===== src/rtl/core/obrb_pkg.sv =====
// ----------------------------------------------------------------------------
// obrb_pkg: shared types and constants of the overwriting byte ring buffer
// Buffer depth, pointer and count widths, and the controller/datapath bundles.
// ----------------------------------------------------------------------------
package obrb_pkg;

  // Number of byte entries in the ring
  localparam int unsigned Depth   = 32;
  // Index into the ring
  localparam int unsigned PtrW    = $clog2(Depth);
  // Readable count, 0..Depth
  localparam int unsigned CntW    = $clog2(Depth + 1);
  // Width of the fill_count result field
  localparam int unsigned FillW   = 6;
  // Width of the data byte
  localparam int unsigned ByteW   = 8;

  // Input operation codes
  localparam logic OpWrite = 1'b0;
  localparam logic OpDrain = 1'b1;

  typedef logic [PtrW-1:0]  ptr_t;
  typedef logic [CntW-1:0]  cnt_t;
  typedef logic [ByteW-1:0] byte_t;

  // Commands from the controller to the datapath
  typedef struct packed {
    logic wr_en;      // store a byte, load the write result
    logic empty_res;  // load the empty drain result
    logic rd_en;      // read oldest byte, advance read position, drop count
    logic emit;       // load the byte from the last read as a drain result
  } obrb_cmd_t;

  // Status from the datapath to the controller
  typedef struct packed {
    logic cnt_zero;   // no readable bytes left
    logic out_free;   // output register can take a result this cycle
  } obrb_sts_t;

endpackage


===== src/rtl/core/obrb_ctrl.sv =====
// ----------------------------------------------------------------------------
// obrb_ctrl: controller of the overwriting byte ring buffer
// Takes input transfers, steps a drain through the ring one byte per cycle while the output is not stalled.
// ----------------------------------------------------------------------------
module obrb_ctrl (
  input  logic                clk_i,
  input  logic                rst_ni,
  input  logic                in_valid_i,
  output logic                in_stall_o,
  input  logic                op_i,
  input  obrb_pkg::obrb_sts_t sts_i,
  output obrb_pkg::obrb_cmd_t cmd_o
);

  localparam logic StIdle = 1'b0;
  localparam logic StEmit = 1'b1;

  logic state_q, state_d;
  logic accept;

  // Input is taken only in idle and when the output register can load
  assign in_stall_o = (state_q != StIdle) || !sts_i.out_free;
  assign accept     = in_valid_i && !in_stall_o;

  // Next state and commands
  always_comb begin
    state_d = state_q;
    cmd_o   = '0;
    unique case (state_q)
      StIdle: begin
        if (accept) begin
          if (op_i == obrb_pkg::OpWrite) begin
            cmd_o.wr_en = 1'b1;
          end else if (sts_i.cnt_zero) begin
            cmd_o.empty_res = 1'b1;
          end else begin
            cmd_o.rd_en = 1'b1;
            state_d     = StEmit;
          end
        end
      end
      StEmit: begin
        // emit the fetched byte and fetch the next one in the same cycle
        if (sts_i.out_free) begin
          cmd_o.emit = 1'b1;
          if (sts_i.cnt_zero) begin
            state_d = StIdle;
          end else begin
            cmd_o.rd_en = 1'b1;
          end
        end
      end
      default: state_d = StIdle;
    endcase
  end

  always_ff @(posedge clk_i or negedge rst_ni) begin
    if (!rst_ni) begin
      state_q <= StIdle;
    end else begin
      state_q <= state_d;
    end
  end

endmodule


===== src/rtl/core/obrb_dp.sv =====
// ----------------------------------------------------------------------------
// obrb_dp: datapath of the overwriting byte ring buffer
// Byte memory, read position, readable count and the output register.
// ----------------------------------------------------------------------------
module obrb_dp (
  input  logic                  clk_i,
  input  logic                  rst_ni,
  input  logic [7:0]            data_i,
  input  obrb_pkg::obrb_cmd_t   cmd_i,
  output obrb_pkg::obrb_sts_t   sts_o,
  output logic                  out_valid_o,
  input  logic                  out_stall_i,
  output logic [7:0]            byte_out_o,
  output logic                  has_data_o,
  output logic                  last_o,
  output logic [5:0]            fill_count_o
);

  obrb_pkg::byte_t mem_q [obrb_pkg::Depth];
  obrb_pkg::byte_t rd_data_q;
  obrb_pkg::ptr_t  rd_pos_q, rd_pos_d, rd_pos_inc, wr_pos;
  obrb_pkg::cnt_t  cnt_q, cnt_d, cnt_after_wr;
  logic [obrb_pkg::PtrW:0] wr_sum;
  logic            full;

  logic                           out_valid_q, out_valid_d;
  obrb_pkg::byte_t                out_byte_q, out_byte_d;
  logic                           out_has_q, out_has_d;
  logic                           out_last_q, out_last_d;
  logic [obrb_pkg::FillW-1:0]     out_fill_q, out_fill_d;
  logic                           out_load;

  assign full = (cnt_q == obrb_pkg::CntW'(obrb_pkg::Depth));

  // Position arithmetic, wrapping modulo the depth
  assign rd_pos_inc = (rd_pos_q == obrb_pkg::PtrW'(obrb_pkg::Depth - 1)) ?
                      '0 : rd_pos_q + 1'b1;
  assign wr_sum     = (obrb_pkg::PtrW+1)'(rd_pos_q) + (obrb_pkg::PtrW+1)'(cnt_q);
  assign wr_pos     = (wr_sum >= (obrb_pkg::PtrW+1)'(obrb_pkg::Depth)) ?
                      obrb_pkg::PtrW'(wr_sum - (obrb_pkg::PtrW+1)'(obrb_pkg::Depth)) :
                      obrb_pkg::PtrW'(wr_sum);
  assign cnt_after_wr = full ? cnt_q : cnt_q + 1'b1;

  // Read position and count update
  always_comb begin
    rd_pos_d = rd_pos_q;
    cnt_d    = cnt_q;
    if (cmd_i.wr_en) begin
      cnt_d = cnt_after_wr;
      if (full) begin
        rd_pos_d = rd_pos_inc;
      end
    end else if (cmd_i.rd_en) begin
      rd_pos_d = rd_pos_inc;
      cnt_d    = cnt_q - 1'b1;
    end
  end

  always_ff @(posedge clk_i or negedge rst_ni) begin
    if (!rst_ni) begin
      rd_pos_q <= '0;
      cnt_q    <= '0;
    end else begin
      rd_pos_q <= rd_pos_d;
      cnt_q    <= cnt_d;
    end
  end

  // Byte memory: one write port, one registered read port
  always_ff @(posedge clk_i) begin
    if (cmd_i.wr_en) begin
      mem_q[wr_pos] <= data_i;
    end
  end

  always_ff @(posedge clk_i) begin
    if (cmd_i.rd_en) begin
      rd_data_q <= mem_q[rd_pos_q];
    end
  end

  // Output register; count after a drained byte is the count already lowered
  assign out_load = cmd_i.wr_en || cmd_i.empty_res || cmd_i.emit;

  always_comb begin
    out_valid_d = out_valid_q && out_stall_i;
    out_byte_d  = out_byte_q;
    out_has_d   = out_has_q;
    out_last_d  = out_last_q;
    out_fill_d  = out_fill_q;
    if (out_load) begin
      out_valid_d = 1'b1;
      out_last_d  = 1'b1;
      out_byte_d  = '0;
      out_has_d   = 1'b0;
      out_fill_d  = '0;
      if (cmd_i.wr_en) begin
        out_fill_d = obrb_pkg::FillW'(cnt_after_wr);
      end else if (cmd_i.emit) begin
        out_byte_d = rd_data_q;
        out_has_d  = 1'b1;
        out_last_d = (cnt_q == '0);
        out_fill_d = obrb_pkg::FillW'(cnt_q);
      end
    end
  end

  always_ff @(posedge clk_i or negedge rst_ni) begin
    if (!rst_ni) begin
      out_valid_q <= 1'b0;
    end else begin
      out_valid_q <= out_valid_d;
    end
  end

  always_ff @(posedge clk_i) begin
    out_byte_q <= out_byte_d;
    out_has_q  <= out_has_d;
    out_last_q <= out_last_d;
    out_fill_q <= out_fill_d;
  end

  assign sts_o.cnt_zero = (cnt_q == '0);
  assign sts_o.out_free = !out_valid_q || !out_stall_i;

  assign out_valid_o  = out_valid_q;
  assign byte_out_o   = out_byte_q;
  assign has_data_o   = out_has_q;
  assign last_o       = out_last_q;
  assign fill_count_o = out_fill_q;

  // Checks
  a_cnt_range: assert property (@(posedge clk_i) disable iff (!rst_ni)
    cnt_q <= obrb_pkg::CntW'(obrb_pkg::Depth))
    else $error("readable count above depth");

  a_load_free: assert property (@(posedge clk_i) disable iff (!rst_ni)
    out_load |-> (!out_valid_q || !out_stall_i))
    else $error("output register loaded while holding a stalled result");

  a_one_load: assert property (@(posedge clk_i) disable iff (!rst_ni)
    $onehot0({cmd_i.wr_en, cmd_i.empty_res, cmd_i.emit}))
    else $error("more than one result source in a cycle");

  a_rd_nonempty: assert property (@(posedge clk_i) disable iff (!rst_ni)
    cmd_i.rd_en |-> (cnt_q != '0) && !cmd_i.wr_en)
    else $error("read from an empty ring");

endmodule


===== src/rtl/core/overwriting_byte_ring_buffer_top.sv =====
// ----------------------------------------------------------------------------
// overwriting_byte_ring_buffer_top: byte ring buffer that drops its oldest byte
// Controller plus datapath; holds the newest 32 bytes, drains them in order.
// ----------------------------------------------------------------------------
// Usage:
//   Input channel (in_valid_i / in_stall_o, op_i, data_i): op_i low writes
//   data_i behind the newest byte; when the ring is full the oldest byte is
//   dropped. op_i high drains every readable byte, oldest first.
//   Output channel (out_valid_o / out_stall_i): a write gives one result with
//   has_data_o low, last_o high and the new fill count. A drain of n bytes
//   gives n results with has_data_o high, fill_count_o counting down to 0 and
//   last_o on the final one; a drain of an empty ring gives one result with
//   has_data_o low and last_o high.
//   A result appears in the cycle after its input transfer; a drained byte
//   first passes through the registered memory read.
//   Throughput: writes run at one per cycle while the output is not stalled.
//   A drain gives one byte per cycle from the single memory read port when
//   the output is not stalled, and blocks new input until its last byte is loaded.
//   Reset empties the ring and clears the output valid flag. A stalled receiver
//   holds the current result and stalls the input side and the drain.
// ----------------------------------------------------------------------------
module overwriting_byte_ring_buffer_top (
  input  logic       clk_i,
  input  logic       rst_ni,
  input  logic       in_valid_i,
  output logic       in_stall_o,
  input  logic       op_i,
  input  logic [7:0] data_i,
  output logic       out_valid_o,
  input  logic       out_stall_i,
  output logic [7:0] byte_out_o,
  output logic       has_data_o,
  output logic       last_o,
  output logic [5:0] fill_count_o
);

  obrb_pkg::obrb_cmd_t cmd;
  obrb_pkg::obrb_sts_t sts;

  // Sequencing of transfers and drains
  obrb_ctrl u_ctrl (
    .clk_i      (clk_i),
    .rst_ni     (rst_ni),
    .in_valid_i (in_valid_i),
    .in_stall_o (in_stall_o),
    .op_i       (op_i),
    .sts_i      (sts),
    .cmd_o      (cmd)
  );

  // Storage, pointers and output register
  obrb_dp u_dp (
    .clk_i        (clk_i),
    .rst_ni       (rst_ni),
    .data_i       (data_i),
    .cmd_i        (cmd),
    .sts_o        (sts),
    .out_valid_o  (out_valid_o),
    .out_stall_i  (out_stall_i),
    .byte_out_o   (byte_out_o),
    .has_data_o   (has_data_o),
    .last_o       (last_o),
    .fill_count_o (fill_count_o)
  );

endmodule

===== config.mk =====
export PLATFORM = sky130hd
export DESIGN_NAME = overwriting_byte_ring_buffer_top
export DESIGN_NICKNAME = d
export VERILOG_FILES = /design/src/rtl/core/obrb_pkg.sv /design/src/rtl/core/obrb_ctrl.sv /design/src/rtl/core/obrb_dp.sv /design/src/rtl/core/overwriting_byte_ring_buffer_top.sv
export SDC_FILE = /design/constraint.sdc
export NUM_CORES = 1
export LEC_CHECK = 0
export BUFFER_PORTS_ARGS = -buffer_cell sky130_fd_sc_hd__buf_2
export CAP_MARGIN = 15
export CORE_ASPECT_RATIO = 1.75
export CORE_MARGIN = 3
export CORE_UTILIZATION = 56
export DETAILED_ROUTE_END_ITERATION = 10
export PLACE_DENSITY = 0.79
export SLEW_MARGIN = 25
export SYNTH_ARGS = -nofsm -noshare
export SYNTH_HDL_FRONTEND = slang
export SYNTH_SLANG_ARGS = --single-unit

===== constraint.sdc =====
create_clock -name clk_i -period 3.12 [get_ports clk_i]
set_clock_uncertainty 0.15 [all_clocks]
set_input_delay 0.624 -clock clk_i [delete_from_list [all_inputs] [get_ports clk_i]]
set_output_delay 0.624 -clock clk_i [all_outputs]
set_load 0.02 [all_outputs]

==> results.rst, run 1 <==
.. list-table::
   :header-rows: 1

   * - Metric
     - Value
   * - Share of the synthesized area in the top cell type
     - ~71%
   * - Net Count, Synth
     - 598
   * - Total of flip-flops plus latches after synthesis
     - just under 300
   * - Slew Limit Fails
     - 0
   * - Minimum period implied by the final worst setup slack
     - 2990 ps
   * - Place WS
     - about 160 ps
   * - Hold Slack
     - between 200 and 250 ps
   * - Fin crit share
     - around 96%
   * - Hold Violations, Final
     - 0
   * - Sequential-to-total area share from yosys stat
     - 74.2%
   * - Status
     - complete, no violations
   * - Wire length of the first global-routing pass
     - 37400 um
   * - Total standard cell area after synthesis
     - around 12000 um^2
   * - Drt first-iter violations
     - 653
   * - Commonest cells in the netlist
     - edfxtp_1, mux4_2, nor2_1
   * - Final weighted congestion of routability-driven global placement
     - roughly 0.87
   * - Layout overhead on the synthesized area
     - 12.6%
   * - Post-synth top flop
     - edfxtp_1
   * - Highest attainable clock frequency
     - roughly 330 MHz
   * - Number of antenna cells inserted
     - 0
   * - Number of distinct standard cells referenced by the synthesized netlist
     - 43
   * - Leading cell types by total area after synthesis
     - edfxtp_1, mux4_2, dfrtp_1
   * - Synth Instances
     - ~580
   * - Clock tree from TritonCTS
     - built
   * - H-tree level count
     - 1
   * - Critical-path cell with the highest stage delay
     - fa_1
   * - Vias in the first global route
     - 6098
   * - Maximum clock path buffer count
     - 3
   * - Number of nets still failing antenna checks after routing
     - 0
   * - WL/cell
     - 26.7 um
   * - Number of iterations in the first detailed-routing pass
     - 5
   * - Setup WS post-layout
     - around 130 ps
   * - Initial antenna violation count
     - 0
   * - Total congestion overflow after global routing
     - 0
   * - Total negative slack for setup checks
     - 0 ps
   * - Warnings, synthesis
     - 0
   * - Total length of routed wires
     - approximately 24000 um
   * - Setup-failing EPs final
     - 0
   * - Launching element of the worst setup path
     - u_dp.rd_pos_q[0]
   * - Number of cells on the critical path
     - 8
   * - Post-CTS clock slew at the launch and capture registers of the worst setup and hold paths
     - approximately 70 ps
   * - Crit path capture type
     - flip-flop
   * - Total leakage power
     - ~4.4 nW
   * - Clock tree sinks
     - between 200 and 300
   * - Arr. time, crit path
     - around 3100 ps
   * - Type of the setup path with the least slack
     - flip-flop to flip-flop
   * - Quantity of I/O buffers inserted on ports
     - 30
   * - Ratio of cells with drive above 1 in the final layout
     - roughly a third
   * - Detailed placement HPWL
     - between 15000 and 20000 um
   * - Relative max-transition margin
     - a little over half
   * - Worst setup path endpoint
     - u_dp.mem_q[25][2]
   * - Nets@finish
     - 671
   * - Hold Crit Class
     - input port to flip-flop
   * - Kind of start point of the critical path
     - flip-flop
   * - Worst vdd rail ir drop
     - 406 uV
   * - Total Die Area
     - 22900 um^2
   * - Utilization after layout
     - 64.8%
   * - Pin count of the biggest net entering global routing
     - 70
   * - CP required
     - about 3200 ps
   * - Startpoint of the most critical register-to-register path
     - u_dp.rd_pos_q[0]
   * - # IOs
     - 31
   * - Die Span X
     - roughly 120 um
   * - Synthesized area per cell
     - 20.5 um^2
   * - Placed Area
     - between 10000 and 15000 um^2
   * - Critical Path, Cell by Cell
     - ha_1 -> fa_1 -> a21o_1 -> a21oi_1 -> xor2_1 -> nand3_1 -> nor2_1 -> buf_4
   * - Slew at the pin closest to its max-slew limit
     - 676 ps
   * - Core outline area
     - slightly above 20000 um^2
   * - Initial core utilization
     - between 50 and 60%
   * - Via count normalized by instance count
     - between 6 and 7
   * - Clock Root Buffer
     - clkbuf_16
   * - Setup repair after global routing missed its margin
     - yes
   * - Post-Layout Cell Count
     - about 910
   * - Total power density per cell area
     - ~860 nW/um^2
   * - Height of the die
     - 198 um
   * - Clock buffer count from CTS
     - 25
   * - Maximum Capacitance Violations
     - 0
   * - Reg-to-reg setup timing slack
     - between 100 and 150 ps
   * - Clock latency of the later-clocked register in the worst-skew pair
     - ~520 ps
   * - Reg-to-reg endpoint
     - u_dp.mem_q[25][2]
   * - Critical path peak fanout
     - 8
   * - Worst-case reg-to-reg path depth
     - 8
   * - Bufs and invs on worst path
     - 1
   * - Via Count
     - between 5000 and 6000
   * - Share of synthesized registers carrying an async set or reset
     - 4.44%
   * - Gr usage total
     - between 20% and 30%
   * - Crit path largest cell delay
     - around 500 ps
   * - Top cell type by total area after synthesis
     - edfxtp_1
   * - Final Instance Area
     - between 10000 and 15000 um^2
   * - Rows
     - 69
   * - DP Cell Count
     - 868
   * - Power Total
     - 11.4 mW
   * - CP top delay family
     - adder cells
   * - Most numerous cell in the Yosys netlist
     - edfxtp_1
   * - Number of flops mapped to enable cells by yosys
     - 280
   * - DRC Markers
     - 0
## what timing repair did
action                     in CTS  in global routing
buffers inserted                0                  0
hold buffers                    1                  0
resized for setup               0                  0
setup endpoints to repair       0                 86
hold endpoints to repair       13                  0
## final cells by class
| cell class | instances | area [um^2] |
|---|---|---|
| Multi-Input combinational cell | 248 | 2870 |
| Timing Repair Buffer | 74 | 520 |
| Tap cell | 248 | 310 |
| Clock buffer | 27 | 633 |
| Clock inverter | 18 | 164 |
| Fill cell | 1288 | 7210 |
| Sequential cell | 293 | 8740 |
| Inverter | 6 | 22.5 |
## placed cells by master, fill, tap and decap left out, drive strengths merged, types with 2 or more instances in the layout
cell      count
edfxtp      280
mux4         80
buf          73
nor2         42
clkbuf       27
nand2        17
nand3        13
dfrtp        13
o21ai        11
mux2         10
and2         10
ha            9
inv           9
clkinv        9
a21oi         8
xnor2         6
xor2          4
or3           4
clkinvlp      4
nor3          4
and3          3
a21o          3
a31oi         3
a21boi        3
nor3b         2
o311ai        2
bufinv        2
nor4b         2
## tightest hold or removal path: cells and delay by family
family        cells  cell delay (ps)
buf+inv           1              130
simple gates      2              110
## state kept, by name, indices dropped and copies added (netlist names)
name               count
u_dp.has_data_o        1
u_dp.cnt_q             6
u_dp.last_o            1
u_dp.out_valid_o       1
u_dp.rd_pos_q          5
u_dp.rd_data_q         8
u_dp.byte_out_o        8
u_dp.mem_q           256
u_ctrl.state_q         1
u_dp.fill_count_o      6
## report_power, final
part / total [mW] / switching, mW / internal (mW)
Combinational: 3.51 / 1.95 / 1.56
Sequential: 4.84 / 0.183 / 4.66
Clock: 3.01 / 1.35 / 1.66
Total: 11.4 / 3.49 / 7.88
## layer usage
layer  global-route usage (%)  vias up  part of all wire [%]
li1                         -     2501                     -
met1                     28.6     3015                    37
met2                     38.0      268                    53
met3                     2.69       63                   5.0
met4                     11.4        0                   5.6
met5                        0        -                     0
## how the worst min path moves through the flow
stage,startpoint,to,cells after the start
5_1_grt,in_valid_i,u_dp.out_valid_o,3
3_3_place_gp,u_dp.rd_data_q[3],u_dp.byte_out_o[3],1
2_1_floorplan,rst_ni,u_ctrl.state_q,0
4_1_cts,in_valid_i,u_dp.out_valid_o,3
3_5_place_dp,u_dp.rd_data_q[3],u_dp.byte_out_o[3],1
6_report,in_valid_i,u_dp.out_valid_o,3
## cell families after synthesis
family	synth area share, %
and+or+nand+nor	4.11
muxes	16.3
DFF	74.2
AOI/OAI and AO/OA	2.09
buffers and inverters	1.49
adders and majority gates	1.13
xor gates and xnor gates	0.744
No activity file was read; power rests on OpenSTA's default activity.
==> inputs of run 2 (changes only) <==
==> constraint.sdc (replaced) <==
create_clock -name clk_i -period 3.12 [get_ports clk_i]
set_clock_uncertainty 0.15 [all_clocks]
set_input_delay 0.312 -clock clk_i [delete_from_list [all_inputs] [get_ports clk_i]]
set_output_delay 0.312 -clock clk_i [all_outputs]
set_load 0.02 [all_outputs]
==> run 2 against run 1 <==
Against the previous run:
- via count grew 1.2%
- design area grew 0.40%
- largest power group unchanged
- non-clock buffer count grew 3
- utilization grew 0.26 points
==> results.rst, run 2 (same netlist as run 1, synthesis figures left out) <==
.. list-table::
   :header-rows: 1

   * - Metric
     - Value
   * - Slew Limit Fails
     - 0
   * - Hold Slack
     - approximately 80 ps
   * - Power Total
     - 11.5 mW
   * - Place WS
     - approximately 160 ps
   * - CP required
     - 3200 ps
   * - Startpoint of the most critical register-to-register path
     - u_dp.cnt_q[0]
   * - Critical path peak fanout
     - 7
   * - Register with the highest flop count
     - u_dp.mem_q
   * - Clock buffer count from CTS
     - 25
   * - Layout overhead on the synthesized area
     - 13.0%
   * - Hold Crit Class
     - input port to asynchronous set/reset pin
   * - Number of nets still failing antenna checks after routing
     - 0
   * - Arr. time, crit path
     - between 2000 and 3000 ps
   * - Total congestion overflow after global routing
     - 0
   * - Setup-failing EPs final
     - 0
   * - Worst vdd rail ir drop
     - between 300 and 400 uV
   * - Clock tree from TritonCTS
     - built
   * - Met1 Wirelength
     - ~9100 um
   * - Rows
     - around 70
   * - Area of combinational cells with multiple inputs
     - around 2900 um^2
   * - Critical Path, Cell by Cell
     - ha_1 -> fa_1 -> a21o_1 -> a21oi_2 -> xor2_2 -> nand3_1 -> nor2_1 -> buf_4
   * - Initial core utilization
     - 57.5%
   * - Hold Violations, Final
     - 0
   * - Clock tree sinks
     - about 290
   * - Post-CTS clock slew at the launch and capture registers of the worst setup and hold paths
     - about 70 ps
   * - Total length of routed wires
     - 24900 um
   * - Commonest non-fill, non-tap cell in the layout
     - edfxtp_1
   * - Drt first-iter violations
     - 659
   * - Clock latency of the later-clocked register in the worst-skew pair
     - ~520 ps
   * - Critical-path cell with the highest stage delay
     - fa_1
   * - Utilization after layout
     - 65.0%
   * - Top Metal Used
     - met4
   * - Largest register FFs
     - roughly 260
   * - Number of iterations in the first detailed-routing pass
     - 5
   * - Total power density per cell area
     - 865 nW/um^2
   * - Most frequent cells in the layout
     - edfxtp_1, mux4_2, nor2_1
   * - Setup WS post-layout
     - between 200 and 250 ps
   * - Nets@finish
     - around 670
   * - Fin crit share
     - 93.0%
   * - Maximum clock path buffer count
     - 3
   * - Reg-to-reg setup timing slack
     - ~220 ps
   * - Total leakage power
     - roughly 4.4 nW
   * - Launching element of the worst setup path
     - u_dp.cnt_q[0]
   * - # IOs
     - 31
   * - Maximum Capacitance Violations
     - 0
   * - Via count normalized by instance count
     - roughly 6.5
   * - Gr usage total
     - between 20% and 30%
   * - Type of the setup path with the least slack
     - flip-flop to flip-flop
   * - Met3 wire length
     - between 1000 and 1500 um
   * - DRC Markers
     - 0
   * - Status
     - complete, no violations
   * - Detailed placement HPWL
     - 15600 um
   * - Final weighted congestion of routability-driven global placement
     - roughly 0.85
   * - Relative max-transition margin
     - 53.5%
   * - Wire length of the first global-routing pass
     - around 38000 um
   * - Setup repair after global routing missed its margin
     - no
   * - Core outline area
     - between 20000 and 25000 um^2
   * - Total Die Area
     - ~23000 um^2
   * - Crit path largest cell delay
     - between 400 and 500 ps
   * - Number of antenna cells inserted
     - 0
   * - Pin count of the biggest net entering global routing
     - 70
   * - Die Span X
     - about 120 um
   * - Kind of start point of the critical path
     - flip-flop
   * - Clock Root Buffer
     - clkbuf_16
   * - Crit path capture type
     - flip-flop
   * - Via Count
     - a little under 6000
   * - WL/cell
     - 27.1 um
   * - Initial antenna violation count
     - 0
   * - Routed met2 length
     - ~13000 um
   * - Slew at the pin closest to its max-slew limit
     - ~700 ps
   * - Count of fill cells added during filler insertion
     - between 1000 and 1500
   * - Minimum period implied by the final worst setup slack
     - slightly below 3000 ps
   * - Area of all sequential standard cells
     - 8740 um^2
   * - Vias in the first global route
     - around 6200
   * - Postcts setup bufs
     - 0
   * - Worst-case reg-to-reg path depth
     - 8
   * - Quantity of I/O buffers inserted on ports
     - 30
   * - Total negative slack for setup checks
     - 0 ps
   * - H-tree level count
     - 1
   * - Ratio of cells with drive above 1 in the final layout
     - a little over 30%
   * - Height of the die
     - just under 200 um
   * - Highest attainable clock frequency
     - approximately 340 MHz
[run 2: through the flow]
step,area [um^2],cells
finish,13300,917
global route,13300,917
detailed placement,12400,868
CTS,13300,917
global placement,12400,868
floorplan,11800,575
[run 2: worst paths after layout]
check	to
worst min-delay path	u_ctrl.state_q
worst max-delay path	u_dp.mem_q[18][3]
min in group clk_i	u_ctrl.state_q
max in group asynchronous	u_dp.rd_pos_q[1]
worst min register to register	u_dp.byte_out_o[7]
worst max register to register	u_dp.mem_q[18][3]
[run 2: where the power goes]
group	switching (mW)	leakage [nW]	internal, mW
clock	1.35	0.396	1.73
combinational	1.98	1.32	1.60
sequential	0.188	2.68	4.66
total	3.52	4.39	7.99
[run 2: layout make-up]
type	instances	share of cell area [%]
clock buffer	27	4.76
clock inverter	18	1.32
inverter	6	0.169
multi-input combinational	248	21.6
sequential	293	65.7
tap	248	2.33
timing repair buffer	77	4.14
[run 2: timing repair]
item | 4_1_cts | 5_1_grt
endpoints found under the setup margin | 0 | 17
gates resized for setup | 0 | 2
hold buffers | 4 | 0
endpoints found under the hold margin | 15 | 0
[run 2: metal layers]
layer / up-vias / GRT usage [%]
met5: - / 0
li1: 2501 / -
met3: 61 / 3.30
met2: 249 / 38.5
met1: 3108 / 29.5
met4: 0 / 10.7
[run 2: critical path: cells and delay by family (launching register included)]
kind                       cells  cell delay [ps]
xor gates and xnor gates       1              260
buffers and inverters          1              210
adders and majority gates      2              690
DFF                            1              390
and+or+nand+nor                2              500
AOI/OAI and AO/OA              2              420
